File: src/oil_pkg.sv
// oil_pkg: shared types and constants for the ordered item list unit
// field widths, operation and result codes, controller/datapath command
// and status structs; no dependencies
package oil_pkg;

  // payload field widths
  localparam int OP_W        = 2;
  localparam int IN_ITEM_W   = 32;
  localparam int POS_W       = 16;
  localparam int STATUS_W    = 2;
  localparam int OUT_ITEM_W  = 32;
  localparam int COUNT_OUT_W = 5;

  // request operation codes; the fourth code is unused and falls to default arms
  typedef enum logic [OP_W-1:0] {
    OPC_APPEND = 2'd0,
    OPC_GET    = 2'd1,
    OPC_REMOVE = 2'd2
  } op_code_t;

  // result status codes
  typedef enum logic [STATUS_W-1:0] {
    RES_OK        = 2'd0,
    RES_NOT_FOUND = 2'd1,
    RES_FULL      = 2'd2
  } res_code_t;

  // controller states
  typedef enum logic [2:0] {
    S_IDLE,
    S_EXEC,
    S_GET_WAIT,
    S_SCAN,
    S_DONE
  } ctrl_state_t;

  // datapath operations, one per cycle
  typedef enum logic [3:0] {
    DP_NONE,
    DP_LOAD,
    DP_APPEND,
    DP_FULL,
    DP_MISS,
    DP_GET_RD,
    DP_GET_DONE,
    DP_SCAN_START,
    DP_SCAN_STEP,
    DP_SCAN_END
  } dp_op_t;

  // controller to datapath
  typedef struct packed {
    dp_op_t op;
    logic   out_load;
  } ctrl_cmd_t;

  // datapath to controller
  typedef struct packed {
    op_code_t req_op;
    logic     full;
    logic     pos_ok;
    logic     empty;
    logic     more;
    logic     out_free;
  } dp_stat_t;

endpackage

File: src/oil_if.sv
// oil_in_if / oil_out_if: valid/ready channels of the ordered item list unit
// depends on oil_pkg for the field widths
interface oil_in_if;
  logic                            valid;
  logic                            ready;
  logic [oil_pkg::OP_W-1:0]        operation;
  logic [oil_pkg::IN_ITEM_W-1:0]   item_value;
  logic [oil_pkg::POS_W-1:0]       position;

  modport source (output valid, operation, item_value, position, input ready);
  modport sink   (input valid, operation, item_value, position, output ready);
endinterface

interface oil_out_if;
  logic                            valid;
  logic                            ready;
  logic [oil_pkg::STATUS_W-1:0]    status;
  logic [oil_pkg::OUT_ITEM_W-1:0]  item_out;
  logic [oil_pkg::COUNT_OUT_W-1:0] entry_count;

  modport source (output valid, status, item_out, entry_count, input ready);
  modport sink   (input valid, status, item_out, entry_count, output ready);
endinterface

File: src/oil_ctrl.sv
// oil_ctrl: sequencing state machine of the ordered item list unit
// drives datapath commands from datapath status; depends on oil_pkg
module oil_ctrl (
  input  logic               clk,
  input  logic               rst_n,
  input  logic               in_valid,
  output logic               in_ready,
  input  oil_pkg::dp_stat_t  stat,
  output oil_pkg::ctrl_cmd_t cmd
);

  oil_pkg::ctrl_state_t state_r, state_nxt;

  // state register
  always_ff @(posedge clk) begin
    if (!rst_n) begin
      state_r <= oil_pkg::S_IDLE;
    end else begin
      state_r <= state_nxt;
    end
  end

  // next state and commands
  always_comb begin
    state_nxt    = state_r;
    in_ready     = 1'b0;
    cmd.op       = oil_pkg::DP_NONE;
    cmd.out_load = 1'b0;
    unique case (state_r)
      oil_pkg::S_IDLE: begin
        in_ready = 1'b1;
        if (in_valid) begin
          cmd.op    = oil_pkg::DP_LOAD;
          state_nxt = oil_pkg::S_EXEC;
        end
      end
      oil_pkg::S_EXEC: begin
        unique case (stat.req_op)
          oil_pkg::OPC_APPEND: begin
            cmd.op    = stat.full ? oil_pkg::DP_FULL : oil_pkg::DP_APPEND;
            state_nxt = oil_pkg::S_DONE;
          end
          oil_pkg::OPC_GET: begin
            if (stat.pos_ok) begin
              cmd.op    = oil_pkg::DP_GET_RD;
              state_nxt = oil_pkg::S_GET_WAIT;
            end else begin
              cmd.op    = oil_pkg::DP_MISS;
              state_nxt = oil_pkg::S_DONE;
            end
          end
          oil_pkg::OPC_REMOVE: begin
            if (stat.empty) begin
              cmd.op    = oil_pkg::DP_MISS;
              state_nxt = oil_pkg::S_DONE;
            end else begin
              cmd.op    = oil_pkg::DP_SCAN_START;
              state_nxt = oil_pkg::S_SCAN;
            end
          end
          default: begin
            cmd.op    = oil_pkg::DP_MISS;
            state_nxt = oil_pkg::S_DONE;
          end
        endcase
      end
      oil_pkg::S_GET_WAIT: begin
        cmd.op    = oil_pkg::DP_GET_DONE;
        state_nxt = oil_pkg::S_DONE;
      end
      oil_pkg::S_SCAN: begin
        if (stat.more) begin
          cmd.op = oil_pkg::DP_SCAN_STEP;
        end else begin
          cmd.op    = oil_pkg::DP_SCAN_END;
          state_nxt = oil_pkg::S_DONE;
        end
      end
      oil_pkg::S_DONE: begin
        if (stat.out_free) begin
          cmd.out_load = 1'b1;
          state_nxt    = oil_pkg::S_IDLE;
        end
      end
      default: begin
        state_nxt = oil_pkg::S_IDLE;
      end
    endcase
  end

  // an accepted request always goes to decode
  a_accept_to_exec: assert property (@(posedge clk) disable iff (!rst_n)
    in_valid && in_ready |=> state_r == oil_pkg::S_EXEC)
    else $error("accepted request did not move to decode");

  // a result is only handed to the output register from the done state, which then returns to idle
  a_load_from_done: assert property (@(posedge clk) disable iff (!rst_n)
    cmd.out_load |=> state_r == oil_pkg::S_IDLE)
    else $error("output load did not return to idle");

  // a scan step never runs on an empty list
  a_scan_in_range: assert property (@(posedge clk) disable iff (!rst_n)
    cmd.op == oil_pkg::DP_SCAN_STEP |-> !stat.empty)
    else $error("scan step on an empty list");

endmodule

File: src/oil_dpath.sv
// oil_dpath: entry memory, count, scan index and result registers
// of the ordered item list unit; depends on oil_pkg
module oil_dpath #(
  parameter int CAPACITY   = 16,
  parameter int ITEM_WIDTH = 32
) (
  input  logic                            clk,
  input  logic                            rst_n,
  input  oil_pkg::ctrl_cmd_t              cmd,
  output oil_pkg::dp_stat_t               stat,
  input  logic [oil_pkg::OP_W-1:0]        in_operation,
  input  logic [oil_pkg::IN_ITEM_W-1:0]   in_item_value,
  input  logic [oil_pkg::POS_W-1:0]       in_position,
  input  logic                            out_ready,
  output logic                            out_valid,
  output logic [oil_pkg::STATUS_W-1:0]    out_status,
  output logic [oil_pkg::OUT_ITEM_W-1:0]  out_item_out,
  output logic [oil_pkg::COUNT_OUT_W-1:0] out_entry_count
);

  localparam int CW  = $clog2(CAPACITY + 1);
  localparam int AW  = (CAPACITY > 1) ? $clog2(CAPACITY) : 1;
  localparam int PW  = oil_pkg::POS_W;
  localparam int OIW = oil_pkg::OUT_ITEM_W;
  localparam int OCW = oil_pkg::COUNT_OUT_W;

  // entry store
  logic [ITEM_WIDTH-1:0] mem [CAPACITY];
  logic [ITEM_WIDTH-1:0] rdata_r;

  oil_pkg::op_code_t     op_r, op_nxt;
  logic [ITEM_WIDTH-1:0] item_r, item_nxt;
  logic [PW-1:0]         pos_r, pos_nxt;
  logic [CW-1:0]         count_r, count_nxt;
  logic [AW-1:0]         idx_r, idx_nxt;
  logic                  found_r, found_nxt;
  oil_pkg::res_code_t    res_status_r, res_status_nxt;
  logic [ITEM_WIDTH-1:0] res_item_r, res_item_nxt;
  logic                  out_valid_r, out_valid_nxt;
  logic [oil_pkg::STATUS_W-1:0] out_status_r, out_status_nxt;
  logic [OIW-1:0]        out_item_r, out_item_nxt;
  logic [OCW-1:0]        out_count_r, out_count_nxt;

  logic                  rd_en;
  logic [AW-1:0]         rd_addr;
  logic                  wr_en;
  logic [AW-1:0]         wr_addr;
  logic [ITEM_WIDTH-1:0] wr_data;
  logic                  match;
  logic                  found_now;

  assign match     = (rdata_r == item_r);
  assign found_now = found_r | match;

  // status towards the controller
  assign stat.req_op   = op_r;
  assign stat.full     = (count_r >= CW'(CAPACITY));
  assign stat.pos_ok   = ((PW + CW)'(pos_r) < (PW + CW)'(count_r));
  assign stat.empty    = (count_r == '0);
  assign stat.more     = ((CW'(idx_r) + CW'(1)) < count_r);
  assign stat.out_free = !out_valid_r || out_ready;

  // per-operation datapath actions
  always_comb begin
    op_nxt         = op_r;
    item_nxt       = item_r;
    pos_nxt        = pos_r;
    count_nxt      = count_r;
    idx_nxt        = idx_r;
    found_nxt      = found_r;
    res_status_nxt = res_status_r;
    res_item_nxt   = res_item_r;
    rd_en          = 1'b0;
    rd_addr        = idx_r;
    wr_en          = 1'b0;
    wr_addr        = idx_r - AW'(1);
    wr_data        = rdata_r;
    unique case (cmd.op)
      oil_pkg::DP_NONE: begin
      end
      oil_pkg::DP_LOAD: begin
        op_nxt   = oil_pkg::op_code_t'(in_operation);
        item_nxt = ITEM_WIDTH'(in_item_value);
        pos_nxt  = in_position;
      end
      oil_pkg::DP_APPEND: begin
        wr_en          = 1'b1;
        wr_addr        = count_r[AW-1:0];
        wr_data        = item_r;
        count_nxt      = count_r + CW'(1);
        res_status_nxt = oil_pkg::RES_OK;
        res_item_nxt   = '0;
      end
      oil_pkg::DP_FULL: begin
        res_status_nxt = oil_pkg::RES_FULL;
        res_item_nxt   = '0;
      end
      oil_pkg::DP_MISS: begin
        res_status_nxt = oil_pkg::RES_NOT_FOUND;
        res_item_nxt   = '0;
      end
      oil_pkg::DP_GET_RD: begin
        rd_en   = 1'b1;
        rd_addr = pos_r[AW-1:0];
      end
      oil_pkg::DP_GET_DONE: begin
        res_status_nxt = oil_pkg::RES_OK;
        res_item_nxt   = rdata_r;
      end
      oil_pkg::DP_SCAN_START: begin
        rd_en     = 1'b1;
        rd_addr   = '0;
        idx_nxt   = '0;
        found_nxt = 1'b0;
      end
      oil_pkg::DP_SCAN_STEP: begin
        // once matched, every later entry moves down by one
        wr_en     = found_r;
        found_nxt = found_now;
        rd_en     = 1'b1;
        rd_addr   = idx_r + AW'(1);
        idx_nxt   = idx_r + AW'(1);
      end
      oil_pkg::DP_SCAN_END: begin
        wr_en          = found_r;
        found_nxt      = found_now;
        res_item_nxt   = '0;
        if (found_now) begin
          count_nxt      = count_r - CW'(1);
          res_status_nxt = oil_pkg::RES_OK;
        end else begin
          res_status_nxt = oil_pkg::RES_NOT_FOUND;
        end
      end
      default: begin
      end
    endcase
  end

  // output register, parted from the engine
  always_comb begin
    out_valid_nxt  = out_valid_r;
    out_status_nxt = out_status_r;
    out_item_nxt   = out_item_r;
    out_count_nxt  = out_count_r;
    if (cmd.out_load) begin
      out_valid_nxt  = 1'b1;
      out_status_nxt = res_status_r;
      out_item_nxt   = OIW'(res_item_r);
      out_count_nxt  = OCW'(count_r);
    end else if (out_ready) begin
      out_valid_nxt = 1'b0;
    end
  end

  // memory: one write and one registered read per cycle
  always_ff @(posedge clk) begin
    if (wr_en) begin
      mem[wr_addr] <= wr_data;
    end
    if (rd_en) begin
      rdata_r <= mem[rd_addr];
    end
  end

  // control state
  always_ff @(posedge clk) begin
    if (!rst_n) begin
      count_r     <= '0;
      out_valid_r <= 1'b0;
    end else begin
      count_r     <= count_nxt;
      out_valid_r <= out_valid_nxt;
    end
  end

  // payload registers
  always_ff @(posedge clk) begin
    op_r         <= op_nxt;
    item_r       <= item_nxt;
    pos_r        <= pos_nxt;
    idx_r        <= idx_nxt;
    found_r      <= found_nxt;
    res_status_r <= res_status_nxt;
    res_item_r   <= res_item_nxt;
    out_status_r <= out_status_nxt;
    out_item_r   <= out_item_nxt;
    out_count_r  <= out_count_nxt;
  end

  assign out_valid       = out_valid_r;
  assign out_status      = out_status_r;
  assign out_item_out    = out_item_r;
  assign out_entry_count = out_count_r;

  // the count never goes past capacity
  a_count_bound: assert property (@(posedge clk) disable iff (!rst_n)
    count_r <= CW'(CAPACITY))
    else $error("entry count above capacity");

  // an append grows the list by exactly one
  a_append_count: assert property (@(posedge clk) disable iff (!rst_n)
    cmd.op == oil_pkg::DP_APPEND |=> count_r == $past(count_r) + CW'(1))
    else $error("append did not advance the count");

  // a result is never loaded over one still waiting
  a_load_free: assert property (@(posedge clk) disable iff (!rst_n)
    cmd.out_load |-> (!out_valid_r || out_ready))
    else $error("output register overwritten");

endmodule

File: src/ordered_item_list_unit.sv
// Ordered item list unit: a bounded list of item handles kept in insertion
// order, with append, get by index and remove-first-match operations. One
// request is worked at a time: it is decoded in S_EXEC, a get then waits in
// S_GET_WAIT for the registered read, a remove scans in S_SCAN, and every
// request ends in S_DONE, which loads the result once the output register is
// free. Remove streams the stored entries through the single registered read
// port of the entry memory, one per cycle, comparing each and moving every
// later entry down by one through the write port in the same pass. The unit
// is ready for the next request as the result enters the output register,
// which holds it until it is taken. No clearing pass is needed after reset.
// depends on oil_pkg, oil_if, oil_ctrl and oil_dpath
module ordered_item_list_unit #(
  parameter int CAPACITY   = 16,
  parameter int ITEM_WIDTH = 32
) (
  input logic       clk,
  input logic       rst_n,
  oil_in_if.sink    in_req,
  oil_out_if.source out_res
);

  oil_pkg::ctrl_cmd_t cmd;
  oil_pkg::dp_stat_t  stat;
  logic               in_ready;

  assign in_req.ready = in_ready;

  // sequencing
  oil_ctrl u_ctrl (
    .clk      (clk),
    .rst_n    (rst_n),
    .in_valid (in_req.valid),
    .in_ready (in_ready),
    .stat     (stat),
    .cmd      (cmd)
  );

  // storage and result path
  oil_dpath #(
    .CAPACITY   (CAPACITY),
    .ITEM_WIDTH (ITEM_WIDTH)
  ) u_dpath (
    .clk             (clk),
    .rst_n           (rst_n),
    .cmd             (cmd),
    .stat            (stat),
    .in_operation    (in_req.operation),
    .in_item_value   (in_req.item_value),
    .in_position     (in_req.position),
    .out_ready       (out_res.ready),
    .out_valid       (out_res.valid),
    .out_status      (out_res.status),
    .out_item_out    (out_res.item_out),
    .out_entry_count (out_res.entry_count)
  );

endmodule

File: src/flat_wrapper.sv
// flat-port wrapper written by rule: the top's interface ports become plain ports
module ordered_item_list_unit_flat 
#(
  parameter int CAPACITY   = 16,
  parameter int ITEM_WIDTH = 32
)
  (clk, rst_n, in_req_valid, in_req_operation, in_req_item_value, in_req_position, in_req_ready, out_res_valid, out_res_status, out_res_item_out, out_res_entry_count, out_res_ready);
  oil_in_if in_req_i ();
  oil_out_if out_res_i ();
  input logic clk;
  input logic rst_n;
  input wire logic [$bits(in_req_i.valid)-1:0] in_req_valid;
  input wire logic [$bits(in_req_i.operation)-1:0] in_req_operation;
  input wire logic [$bits(in_req_i.item_value)-1:0] in_req_item_value;
  input wire logic [$bits(in_req_i.position)-1:0] in_req_position;
  output wire logic [$bits(in_req_i.ready)-1:0] in_req_ready;
  output wire logic [$bits(out_res_i.valid)-1:0] out_res_valid;
  output wire logic [$bits(out_res_i.status)-1:0] out_res_status;
  output wire logic [$bits(out_res_i.item_out)-1:0] out_res_item_out;
  output wire logic [$bits(out_res_i.entry_count)-1:0] out_res_entry_count;
  input wire logic [$bits(out_res_i.ready)-1:0] out_res_ready;
  assign in_req_i.valid = in_req_valid;
  assign in_req_i.operation = in_req_operation;
  assign in_req_i.item_value = in_req_item_value;
  assign in_req_i.position = in_req_position;
  assign in_req_ready = in_req_i.ready;
  assign out_res_valid = out_res_i.valid;
  assign out_res_status = out_res_i.status;
  assign out_res_item_out = out_res_i.item_out;
  assign out_res_entry_count = out_res_i.entry_count;
  assign out_res_i.ready = out_res_ready;
  ordered_item_list_unit #(.CAPACITY(CAPACITY), .ITEM_WIDTH(ITEM_WIDTH)) u_core (.clk(clk), .rst_n(rst_n), .in_req(in_req_i), .out_res(out_res_i));
endmodule
File: config.mk
export PLATFORM = sky130hd
export DESIGN_NAME = ordered_item_list_unit_flat
export DESIGN_NICKNAME = d
export VERILOG_FILES = /design/src/oil_pkg.sv /design/src/oil_if.sv /design/src/oil_ctrl.sv /design/src/oil_dpath.sv /design/src/ordered_item_list_unit.sv /design/src/flat_wrapper.sv
export SDC_FILE = /design/constraint.sdc
export NUM_CORES = 1
export LEC_CHECK = 0
export ABC_AREA = 1
export BUFFER_PORTS_ARGS = -buffer_cell sky130_fd_sc_hd__buf_2
export CELL_PAD_IN_SITES_DETAIL_PLACEMENT = 1
export CELL_PAD_IN_SITES_GLOBAL_PLACEMENT = 1
export CORE_MARGIN = 5
export CORE_UTILIZATION = 50
export CTS_CLUSTER_SIZE = 30
export DETAILED_ROUTE_END_ITERATION = 8
export GPL_TIMING_DRIVEN = 0
export PLACE_DENSITY_LB_ADDON = 0.1
export SYNTH_ARGS = -nofsm -noshare
export SYNTH_HDL_FRONTEND = slang
export SYNTH_SLANG_ARGS = --single-unit
File: constraint.sdc
create_clock -name clk -period 8.7 [get_ports clk]
set_input_delay 1.74 -clock clk [delete_from_list [all_inputs] [get_ports clk]]
set_output_delay 1.74 -clock clk [all_outputs]
set_load 0.05 [all_outputs]
-- Word-level counts from Yosys, hierarchy flattened
Memory sizes are Yosys's and may differ from the RTL's. A register that Yosys moved wholly into a read port is not among the register bits.
Cells that the tools add are included.
- bits of input ports: 54
- memories kept: 1
- bits in registers: 137
- memory bits (writable): 512
- order comparisons: 3
- mux-type cells: 33
- add/sub/neg operators: 5
- eq/ne operators: 20
- reduce and logical (&&, ||, !) cells: 17
- bitwise operators: 1
- memory list (memory ; words ; width ; read ports ; clocked after Yosys merged registers in ; write ports ; line ; source):
    u_core.u_dpath.mem ; 16 ; 32 ; 1 ; 1 ; 1 ; oil_dpath.sv:28 ; logic [ITEM_WIDTH-1:0] mem [CAPACITY];
- operators with widths (kind ; number):
    $pmux 32 s2 ; 1
    $eq 32x32->1 ; 1
    $mux 32 ; 1
    $eq 4x3->1 const B ; 4
    $lt 16x5->1 ; 1
    $pmux 4 s4 ; 1
    $mux 3 ; 5
    $pmux 3 s5 ; 1
    $mux 1 ; 13
    $pmux 4 s3 ; 1
    $pmux 5 s2 ; 1
    $reduce_bool 2->1 ; 5
    $pmux 3 s3 ; 1
    $eq 4x2->1 const B ; 2
    $eq 4x4->1 const B ; 2
    $pmux 2 s4 ; 1
    $pmux 4 s2 ; 1
    $eq 3x2->1 const B ; 2
    $ne 2x2->1 const B ; 3
    $pmux 3 s2 ; 1
    $add 4x1->5 const B ; 1
    $add 5x1->5 const B ; 1
    $ge 5x5->1 const B ; 1
    $logic_not 5->1 ; 1
    other kinds (25) ; 27

-- Longest topological paths before layout
Gate-level depths: netlist of the first run.
- depth after elaboration: 9
- depth in mapped cells: 24
- mapped depth without buffers: 21

-- By module
A second synthesis of the first run with hierarchy kept.
- cells, all modules: 2562
- area total of the unflattened synthesis: 29251.8 µm²
- by module, submodules not included (module ; cells each ; area an instance (µm²) ; times used ; seq. area each (µm²)):
    oil_dpath ; 2504 ; 28902.7 ; 1 ; 20299.5
    oil_ctrl ; 58 ; 349.1 ; 1 ; 60.1

-- Least setup slack after synthesis of the first run
No wires, ideal clock.
- kind: input-to-reg
- start: input port out_res_ready
- end: register u_core.u_dpath.out_count_r[0] (netlist: u_core.u_dpath.out_entry_count[0]) (enable)
- path buffers: 0
- arrival: 5508 ps
- slack: 2659 ps
- library setup time: 533 ps
- data required time: 8167 ps
- stages: 2
- path through: nor2_1 > nor4_1
- cells in the longest elaborated chain, start to end: 3
- ends and longest elaborated chain (element ; line ; source):
    start, declared ; flat_wrapper.sv:21 ; input wire logic [$bits(out_res_i.ready)-1:0] out_res_ready;
    $logic_or 1x1->1 ; oil_dpath.sv:61 ; assign stat.out_free = !out_valid_r || out_ready;
    $mux 1 ; oil_ctrl.sv:80 ; if (stat.out_free) begin
    $mux 1 ; oil_ctrl.sv:29 ; unique case (state_r)
    end signal, assigned ; oil_dpath.sv:188 ; out_count_r <= out_count_nxt;
    end, declared ; oil_dpath.sv:42 ; logic [OCW-1:0] out_count_r, out_count_nxt;
Every way passes these cells.
A chain may end at the register's enable or synchronous reset.

-- Worst setup path after layout of the first run
- start: register u_core.u_dpath.idx_r[0]
- end: register u_core.u_dpath.rdata_r[30], read port of u_core.u_dpath.mem, data pin
- cells in the longest elaborated chain, start to end: 7
- ends and longest elaborated chain (element ; line ; source):
    start, declared ; oil_dpath.sv:35 ; logic [AW-1:0] idx_r, idx_nxt;
    start signal, assigned ; oil_dpath.sv:182 ; idx_r <= idx_nxt;
    $add 4x1->5 (*) ; oil_dpath.sv:60 ; assign stat.more = ((CW'(idx_r) + CW'(1)) < count_r);
    $lt 5x5->1 (*) ; oil_dpath.sv:60 ;
    $mux 1 (*) ; oil_ctrl.sv:72 ; if (stat.more) begin
    $pmux 4 s4 (*) ; oil_ctrl.sv:29 ;
    $eq 4x4->1 or $eq 4x3->1 (tied branches) ; oil_dpath.sv:78 ; unique case (cmd.op)
    $reduce_or 3->1 (no source line) (*) ; - ;
    $mux 1 (*) ; oil_dpath.sv:78 ;
    named net u_core.u_dpath.rd_en ; oil_dpath.sv:44 ; logic rd_en;
    end, declared ; oil_dpath.sv:29 ; logic [ITEM_WIDTH-1:0] rdata_r;
The timed path passes the listed nets; every way through them passes the cells marked *.

==> impl_metrics.ini, run 1 <==
[critical_path]
worstSetupPathType = reg2reg
startpoint_type = flop
path_cells = nand3_1 -> xor2_1 -> inv_1 -> ha_1 -> nand2_1 -> nor2_1 -> o21ai_1 -> o211ai_1 -> and2_1 -> buf_6 -> nor2_4 -> nand2_4 -> nand3_2 -> nand3_4 -> nand3_1 -> o21ai_1 -> inv_2 -> clkbuf_1 -> nand3_1 -> nand3_1 -> nand2_1
r2r_start = u_core.u_dpath.idx_r[0]$_SDFFCE_PP0P_
cp.required_ns = 9.03
cp-end-kind = flop
cp_max_fo = 38
r2r_cells = 21
cp_slowest_cell = clkbuf_1
max_stage_delay_ns = 0.85
crit_path_frequent_cell = nand3_1
rrSetupSlack_ns = 3.38
cp_top_family = simple AND/OR/NAND/NOR gates
cp_num_buf_inv = 4
reg2reg_to = u_core.u_dpath.rdata_r[30]$_DFFE_PP_
crit_arrival_ns = 5.64

[timing]
whs_ns = 0.419
tns_ns = 0
hold_violations = 0
rsz0062_at_grt = false
setup_viol = 0
fin_crit_sh = 0.611
timing.fmax_mhz = 188
skew_ns = 0.0369
slew_headroom = 0.0468
slew_viol_final = 0
worstMarginPinSlew_ns = 1.43
period_minus_slack_ns = 5.32
layout_setup_ws_ns = 3.38

[outcome]
outcome = complete, no violations

[routing]
drt_wl_total_microns = 95200
num_vias = 20900
vias_per_cell = 5.86
drc = 0
ant_nets = 0
firstDrtPassIters = 6
routedWlPerCell_microns = 26.7
drt_iter0_markers = 2089

[clock_network]
clkSinkCount = 681
cts_made_buffers = 74
hold_buffers = 0
clk_latency_ns = 0.63
clk_pin_slew_worst_paths_ns = 0.06
cts-htree-levels = 3
cts_resized = 0
clockRootBuffer = clkbuf_16
cts_tree = built
cts_buffer_depth = 3
cts_setup_buffers = 0

[synthesis]
ys_async_sr_fraction = 0
synth_edf_count = 672
synth_cells = 2537
synth.most_common_cell = edfxtp_1
yosys-top-cells-count = edfxtp_1, nand2_1, nand3_1
syn_nets = 2609
synth-seq-cells = 681
syn_area_sq_um = 29000
avgSynthCellArea_sq_um = 11.4
ys.warnings.count = 0
synthDominantCellAreaShare = 0.695
synth_top_cell_by_area = edfxtp_1
synthTopCellsByArea = edfxtp_1, nand3_1, nand2_1
ys.flop_type = edfxtp_1
synth-seq-area-share = 0.701
ys_types = 37

[global_routing]
grt_antenna_before_repair = 7
grt_overflow = 0
grt_max_degree = 39
grt_pass1_vias = 22000
grt_pass1_wl_microns = 139000
grt_use_total = 0.297

[power]
p_clk_frac = 0.404
p_int_uw = 5800
seqPwrFrac = 0.487
combPwrFrac = 0.109
power.switching_uw = 1970
p_leak_uw = 0.0132
peakVddDrop_mv = 0.184
p_per_area_nw_per_um2 = 231
swShare = 0.254

[placement]
dpl_worst_slack_ns = 3.09
gp_congestion = 0.882
placed_cells = 3432
port_buffers = 94
place_hpwl_microns = 64600

[hold_path]
hold_start = u_core.u_dpath.res_item_r[3]$_SDFFCE_PP0P_
min_to = u_core.u_dpath.out_item_out[3]$_DFFE_PP_
worstHoldPathType = reg2reg
hold_depth = 0

[final_layout]
area_growth_pct = 15.9
fin_cells = 3560
finalNetCount = 2815
nFillCells = 6002
antenna_cells = 0
drive_gt1_frac = 0.144

[floorplan]
die_h_microns = 251
die-area_sq_um = 63000
initial_core_util = 0.504
row_count = 88
core_area_sq_um = 57600
die_w_microns = 251
ios = 95

[job]
drv_cap = 0
[cells by family after synthesis]
kind of cell | count (synthesis) | share of synthesized area
AOI/OAI and AO/OA | 71 | 0.0138
DFF | 681 | 0.701
adders and majority gates | 18 | 0.00802
xor gates and xnor gates | 27 | 0.00815
buffers and inverters | 390 | 0.0570
and+or+nand+nor | 1350 | 0.212
[per-layer routing]
| layer | vias to the layer above | GRT usage | part of all wire |
|---|---|---|---|
| li1 | 9141 | - | - |
| met5 | - | 0 | 0.00045 |
| met1 | 10500 | 0.388 | 0.39 |
| met2 | 953 | 0.498 | 0.48 |
| met4 | 6 | 0.124 | 0.049 |
| met3 | 259 | 0.0495 | 0.080 |
[cell usage in the layout, fill, tap and decap left out, drive strengths merged]
master	netlist	routed
nand4	11	11
nor4	3	3
bufinv	0	9
clkinvlp	0	3
clkbuf	30	118
nor2	110	110
dfxtp	9	9
o21a	2	2
and2	1	1
clkinv	0	27
a31oi	3	3
a22oi	1	1
fa	1	1
xnor2	21	21
nor3	7	7
nand3b	97	97
o21ai	21	21
buf	113	243
o2111ai	5	5
edfxtp	672	672
inv	247	248
o211ai	2	2
xor2	6	6
ha	17	17
nand2	627	627
nand3	494	494
a21oi	37	37
[cell type report]
| type | count | area (sq um) | area share |
|---|---|---|---|
| Inverter | 247 | 927 | 0.0275 |
| Timing Repair Buffer | 130 | 1050 | 0.0313 |
| Clock buffer | 88 | 1950 | 0.0578 |
| Tap cell | 765 | 957 | 0.0284 |
| Buffer | 143 | 727 | 0.0216 |
| Multi-Input combinational cell | 1466 | 7260 | 0.216 |
| Sequential cell | 681 | 20400 | 0.605 |
| Clock inverter | 40 | 429 | 0.0127 |
[state kept, by name (all words and copies together) (netlist names), 3 cells and up]
register	cells
u_core.u_dpath.out_item_out	32
u_core.u_ctrl.state_r	3
u_core.u_dpath.pos_r	16
u_core.u_dpath.idx_r	4
u_core.u_dpath.res_item_r	32
u_core.u_dpath.item_r	32
u_core.u_dpath.rdata_r	32
u_core.u_dpath.count_r	5
u_core.u_dpath.mem	512
u_core.u_dpath.out_entry_count	5
[power by group through the flow]
stage	registers (uW)	logic [uW]	clock network, uW
2_1_floorplan	3890	411	0
3_3_place_gp	3850	753	0
3_5_place_dp	3850	821	0
4_1_cts	3780	833	3170
5_1_grt	3780	893	3330
6_report	3780	847	3140
[worst max-delay path by stage]
stage | startpoint | end | slack (ns) | depth (start not counted)
final | u_core.u_dpath.idx_r[0]$_SDFFCE_PP0P_ | u_core.u_dpath.rdata_r[30]$_DFFE_PP_ | 3.38 | 21
after global routing | u_core.u_dpath.idx_r[0]$_SDFFCE_PP0P_ | u_core.u_dpath.rdata_r[23]$_DFFE_PP_ | 3.14 | 21
after CTS | u_core.u_dpath.idx_r[0]$_SDFFCE_PP0P_ | u_core.u_dpath.rdata_r[30]$_DFFE_PP_ | 3.48 | 21
after detailed placement | in_req_valid | u_core.u_dpath.mem[10][4]$_DFFE_PP_ | 3.09 | 10
after global placement | in_req_valid | u_core.u_dpath.mem[15][11]$_DFFE_PP_ | -0.09 | 12
after floorplan | out_res_ready | u_core.u_dpath.out_entry_count[0]$_DFFE_PP_ | 2.66 | 2
[stage by stage]
step           power (uW)  cell area, sq um   util
2_1_floorplan        4300             29000      -
5_1_grt              8010             33700  0.585
3_3_place_gp         4610             30500  0.529
6_report             7770             33700  0.585
3_5_place_dp         4670             31300  0.543
4_1_cts              7790             33600  0.584
Note: power is estimated with default switching activity, not from simulation.
==> run 2: changes to the inputs <==
clock period = 4.9 ns   (was 8.7 ns; I/O delays follow)
==> run 2 against run 1 <==
Compared with the run above:
- maximum frequency up 13%
- first-iteration DRC count is 3.6% lower
- combinational power rose by 78%
- clock power is 84% higher
- final cell count rose by 0.17%
- worst setup slack worse by 3.2 ns
- clock skew fell by 0.020 ns
- via count fell by 0.17%
- non-clock buffer count up 1
- global-route usage is 0.079 points lower
- largest cell class unchanged
- largest power group unchanged
- highest routed layer is now met4
==> impl_metrics.ini, run 2 (synthesis gave the netlist of run 1 again) <==
[outcome]
outcome = complete, no violations

[job]
drv_cap = 0

[hold_path]
worstHoldPathType = reg2reg
hold_start = u_core.u_dpath.res_item_r[12]$_SDFFCE_PP0P_

[floorplan]
die_w_microns = 251
core_area_sq_um = 57600
die-area_sq_um = 63000
ios = 95
row_count = 88
initial_core_util = 0.504
die_h_microns = 251

[global_routing]
grt_use_total = 0.296
grt_max_degree = 39
grt_overflow = 0
grt_antenna_before_repair = 5
grt_pass1_wl_microns = 138000
grt_pass1_vias = 21800

[clock_network]
cts_setup_buffers = 0
hold_buffers = 0
cts_tree = built
cts_made_buffers = 74
clkSinkCount = 681
cts_buffer_depth = 3
clk_pin_slew_worst_paths_ns = 0.06
cts-htree-levels = 3
clk_latency_ns = 0.63
clockRootBuffer = clkbuf_16

[final_layout]
final_util = 0.587
mostFrequentLayoutCell = edfxtp_1
area_growth_pct = 16.5
drive_gt1_frac = 0.148
final_cell_mix = edfxtp_1, nand2_1, nand3_1, inv_1, buf_2
regMostFlops = u_core.u_dpath.mem
largest_reg_flops = 512
finalNetCount = 2817

[critical_path]
startpoint_type = flop
cp-end-kind = flop
crit_start = u_core.u_dpath.idx_r[0]$_SDFFCE_PP0P_
worstSetupPathType = reg2reg
cp-endpoint = u_core.u_dpath.mem[6][15]$_DFFE_PP_
crit_arrival_ns = 5.00
rrSetupSlack_ns = 0.21
r2r_start = u_core.u_dpath.idx_r[0]$_SDFFCE_PP0P_
reg2reg_to = u_core.u_dpath.mem[6][15]$_DFFE_PP_
cp_max_fo = 19
cp.required_ns = 5.21
r2r_cells = 16

[routing]
drc = 0
drt_iter0_markers = 2013
routedWlPerCell_microns = 26.8
firstDrtPassIters = 8
num_vias = 20800
drt_wl_total_microns = 95700
ant_nets = 0
vias_per_cell = 5.84

[power]
p_int_uw = 10500
combPwrFrac = 0.108
power.switching_uw = 3510
peakVddDrop_mv = 0.356
p_total_uw = 14000
seqPwrFrac = 0.479
swShare = 0.250
p_per_area_nw_per_um2 = 414
p_leak_uw = 0.0133
p_clk_frac = 0.413

[placement]
gp_congestion = 0.885
port_buffers = 94
place_hpwl_microns = 65100
dpl_worst_slack_ns = -0.242

[timing]
timing.fmax_mhz = 213
tns_ns = 0
layout_setup_ws_ns = 0.212
slew_headroom = 0.226
worstMarginPinSlew_ns = 1.16
slew_viol_final = 0
hold_violations = 0
period_minus_slack_ns = 4.69
skew_ns = 0.0172
fin_crit_sh = 0.957
setup_viol = 0
rsz0062_at_grt = false
==> run 2: cell types whose count changed in the layout (fill, tap and decap cells not counted), sizes merged <==
| cell | previous run | this run |
|---|---|---|
| buf | 243 | 244 |
| bufinv | 9 | 12 |
| clkbuf | 118 | 123 |
| clkinv | 27 | 21 |
| diode | 0 | 1 |
| inv | 248 | 249 |
| nand3 | 494 | 495 |
==> run 2: worst max-delay path: stages, from the launching register on <==
cell	delay [ns]
edfxtp_1	0.49
ha_1	0.27
xor2_1	0.20
ha_1	0.29
nand2_1	0.09
nor2_1	0.04
o21ai_1	0.07
o211ai_1	0.13
and2_1	0.17
buf_6	0.14
nor2_4	0.14
nand3_1	0.18
buf_2	0.23
o21ai_0	0.41
nand3_1	0.49
nor2_4	0.71
buf_12	0.27
==> run 2: stage by stage <==
stage,area (sq um),instances,hold slack [ns]
finish,33800,3566,0.416
detailed placement,31300,3433,0.405
CTS,33800,3564,0.418
global route,33800,3565,0.425
global placement,30500,3396,0.404
floorplan,29100,2537,0.400
==> run 2: final cells by class <==
cell class | instances | area, sq um
Antenna cell | 1 | 2.50
Multi-Input combinational cell | 1467 | 7280
Buffer | 143 | 733
Inverter | 247 | 927
Clock buffer | 93 | 1990
Tap cell | 765 | 957
Clock inverter | 38 | 493
Sequential cell | 681 | 20400
Fill cell | 5923 | 23800
Timing Repair Buffer | 131 | 1080
==> run 2: what timing repair did <==
item,CTS,global route
cloned,0,1
pin swaps,0,1
gates resized for setup,9,5
endpoints found under the setup margin,92,45
==> run 2: how the worst min path moves through the flow <==
stage | endpoint | cells after the start
2_1_floorplan | u_core.u_dpath.out_item_out[0]$_DFFE_PP_ | 0
3_3_place_gp | u_core.u_dpath.out_status[0]$_DFFE_PP_ | 0
3_5_place_dp | u_core.u_dpath.out_item_out[28]$_DFFE_PP_ | 0
4_1_cts | u_core.u_dpath.out_item_out[12]$_DFFE_PP_ | 0
5_1_grt | u_core.u_dpath.out_item_out[27]$_DFFE_PP_ | 0
6_report | u_core.u_dpath.out_item_out[12]$_DFFE_PP_ | 0
==> run 2: layer usage <==
layer  track usage  vias up  wire length, microns
met5             0        -                     0
met4         0.124        0                  4390
met3        0.0697      245                  8650
met2         0.489      959                 45800
met1         0.380    10500                 36900
li1              -     9147                     -
==> run 2: power groups by stage <==
stage	clock network, uW	registers [uW]	logic [uW]
floorplan	0	6910	731
global placement	0	6840	1340
detailed placement	0	6830	1450
CTS	5840	6710	1480
global route	6100	6720	1590
finish	5790	6710	1510
==> run 3: changes to the inputs <==
SYNTH_HIERARCHICAL = 1   (was default)
==> run 3 against run 2 <==
Compared with the run above:
- maximum frequency down 3.5%
- via count rose by 1.6%
- clock skew rose by 0.0011 ns
- power is 3.9% lower
- highest routed layer is now met5
- final cell count is 1.4% higher
- critical path depth increased by 1
- non-clock buffer count rose by 26
- clock power decreased by 4.7%
- register-to-register slack worse by 0.17 ns
- worst setup slack worse by 0.17 ns
- sequential power about the same
==> impl_metrics.ini, run 3 <==
[global_routing]
grt_use_total = 0.298
grt_util_met2 = 0.497
grt_overflow = 0
grt_max_degree = 23
use_met3 = 0.0499
grt_antenna_before_repair = 2
busiest_layer = met2
grt_util_met1 = 0.386
grt_pass1_wl_microns = 140000
grt_pass1_vias = 22500

[floorplan]
ios = 95
die_w_microns = 252
die_h_microns = 252
initial_core_util = 0.506
die-area_sq_um = 63400
row_count = 88
core_area_sq_um = 57800

[timing]
slew_viol_final = 0
setup_viol = 0
layout_setup_ws_ns = 0.0407
timing.fmax_mhz = 206
slew_headroom = 0.365
hold_violations = 0
skew_ns = 0.0182
whs_ns = 0.417
period_minus_slack_ns = 4.86
fin_crit_sh = 0.992
tns_ns = 0
rsz0062_at_grt = true
worstMarginPinSlew_ns = 0.953

[routing]
firstDrtPassIters = 5
ant_nets = 0
drc = 0
drt_wl_total_microns = 96100
drt_iter0_markers = 1961
routedWlPerCell_microns = 26.6
num_vias = 21200
vias_per_cell = 5.86

[synthesis]
synth-seq-cells = 681
syn_area_sq_um = 29300
synth-seq-area-share = 0.696
synth_edf_count = 672
yosys-top-cells-count = edfxtp_1, nand2_1, nand3_1
synth.most_common_cell = edfxtp_1
synthDominantCellAreaShare = 0.690
synth_cells = 2562
ys.warnings.count = 6
ys.flop_type = edfxtp_1
synthTopCellsByArea = edfxtp_1, nand3_1, nand2_1
avgSynthCellArea_sq_um = 11.4
synth_top_cell_by_area = edfxtp_1
ys_types = 39
ys_async_sr_fraction = 0
syn_nets = 2634

[critical_path]
max_stage_delay_ns = 0.49
cp.required_ns = 5.22
path_cells = clkbuf_2 -> inv_1 -> ha_1 -> ha_1 -> a21oi_1 -> nor2_1 -> a2111oi_4 -> inv_1 -> nand2_1 -> nand3_1 -> nor2_1 -> nand2_1 -> clkbuf_2 -> o21ai_0 -> nand3_1 -> nor2_4 -> buf_16
cp_slowest_cell = nand3_1
cp_num_buf_inv = 5
cp-endpoint = u_core/u_dpath/mem[12][14]$_DFFE_PP_
crit_arrival_ns = 5.18
crit_start = u_core/u_dpath/idx_r[0]$_SDFFCE_PP0P_
rrSetupSlack_ns = 0.04
cp.depth = 17
r2r_cells = 17
r2r_start = u_core/u_dpath/idx_r[0]$_SDFFCE_PP0P_
startpoint_type = flop
cp_top_family = simple AND/OR/NAND/NOR gates
worstSetupPathType = reg2reg
cp_max_fo = 17
cp-end-kind = flop
reg2reg_to = u_core/u_dpath/mem[12][14]$_DFFE_PP_

[power]
p_per_area_nw_per_um2 = 389
power.switching_uw = 3240
p_int_uw = 10200
peakVddDrop_mv = 0.328
p_leak_uw = 0.0135
swShare = 0.241
combPwrFrac = 0.093
p_clk_frac = 0.410
seqPwrFrac = 0.497

[clock_network]
cts_made_buffers = 74
clkSinkCount = 681
cts_buffer_depth = 3
clk_latency_ns = 0.62
clk_pin_slew_worst_paths_ns = 0.05
cts_tree = built
hold_buffers = 0
clockRootBuffer = clkbuf_16
cts-htree-levels = 3

[placement]
placedInstanceArea_sq_um = 31400
gp_congestion = 0.862
place_hpwl_microns = 63400
dpl_worst_slack_ns = -2.07
port_buffers = 94

[final_layout]
regMostFlops = u_core/u_dpath/mem
finalNetCount = 2866
mostFrequentLayoutCell = edfxtp_1
nFillCells = 5923
seqCellArea_sq_um = 20400
final_cell_mix = edfxtp_1, nand2_1, nand3_1, inv_1, buf_2
largest_reg_flops = 512
drive_gt1_frac = 0.164
multi_input_area_sq_um = 7550
area_growth_pct = 18.1
fin_area_sq_um = 34500

[hold_path]
worstHoldPathType = reg2reg
hold_start = u_core/u_dpath/res_item_r[26]$_SDFFCE_PP0P_

[outcome]
outcome = complete, no violations

[job]
drv_cap = 0
-- run 3: per-layer routing --
metal,vias to the layer above,share of wire
met5,-,0.00011
met4,2,0.050
met3,236,0.078
met1,10700,0.39
met2,946,0.48
li1,9261,-
-- run 3: area by class of cell --
cell class | instances | share of cell area
Multi-Input combinational cell | 1489 | 0.219
Tap cell | 765 | 0.0277
Antenna cell | 1 | 0.0000724
Clock inverter | 38 | 0.0105
Timing Repair Buffer | 155 | 0.0431
Clock buffer | 95 | 0.0580
Buffer | 145 | 0.0259
Inverter | 248 | 0.0269
Sequential cell | 681 | 0.589
-- run 3: worst min-delay path by stage --
| stage | slack (ns) | depth (start not counted) | endpoint |
|---|---|---|---|
| final | 0.42 | 0 | u_core/u_dpath/out_item_out[26]$_DFFE_PP_ |
| after global placement | 0.40 | 0 | u_core/u_dpath/out_item_out[29]$_DFFE_PP_ |
| after global routing | 0.42 | 0 | u_core/u_dpath/out_item_out[19]$_DFFE_PP_ |
| after detailed placement | 0.41 | 0 | u_core/u_dpath/out_item_out[26]$_DFFE_PP_ |
| after CTS | 0.42 | 0 | u_core/u_dpath/out_item_out[26]$_DFFE_PP_ |
| after floorplan | 0.40 | 0 | u_core/u_dpath/out_item_out[0]$_DFFE_PP_ |
-- run 3: per-stage QoR --
step                utilization  power, uW  instances
global placement          0.531       7890       3421
CTS                       0.594      13500       3615
floorplan                     -       7470       2562
detailed placement        0.544       7990       3454
global route              0.598      13900       3617
finish                    0.598      13500       3617
-- run 3: worst register-to-register path, stage by stage, from the launching register on --
cell and delay (ns):
edfxtp_1 0.36, clkbuf_2 0.26, inv_1 0.12, ha_1 0.34, ha_1 0.19, a21oi_1 0.15, nor2_1 0.09, a2111oi_4 0.39
inv_1 0.09, nand2_1 0.09, nand3_1 0.23, nor2_1 0.29, nand2_1 0.23, clkbuf_2 0.31, o21ai_0 0.31, nand3_1 0.49
nor2_4 0.39, buf_16 0.21
-- run 3: power groups by stage --
stage / logic (uW) / registers, uW / clock network [uW]
after global routing: 1320 / 6690 / 5870
after global placement: 1070 / 6820 / 0
after floorplan: 590 / 6880 / 0
after CTS: 1220 / 6690 / 5580
after detailed placement: 1180 / 6810 / 0
final: 1250 / 6690 / 5520
-- run 3: repair_timing --
action                      CTS  global route
pin swaps                    21             0
hold endpoints to repair      0             0
buffers inserted             27             0
gates resized for setup      38            54
cloned                        1             0
setup endpoints to repair  1139          1007
-- run 3: cells by family (layout without fill, tap and decap cells) --
family | count (synthesis) | count (layout) | share of synthesized area
buf+inv | 393 | 681 | 0.0610
compound gates | 68 | 68 | 0.0127
flops | 681 | 681 | 0.696
other cells | 0 | 1 | 0
xor+xnor | 30 | 30 | 0.00898
simple gates | 1372 | 1373 | 0.213
fa+ha+maj | 18 | 18 | 0.00796
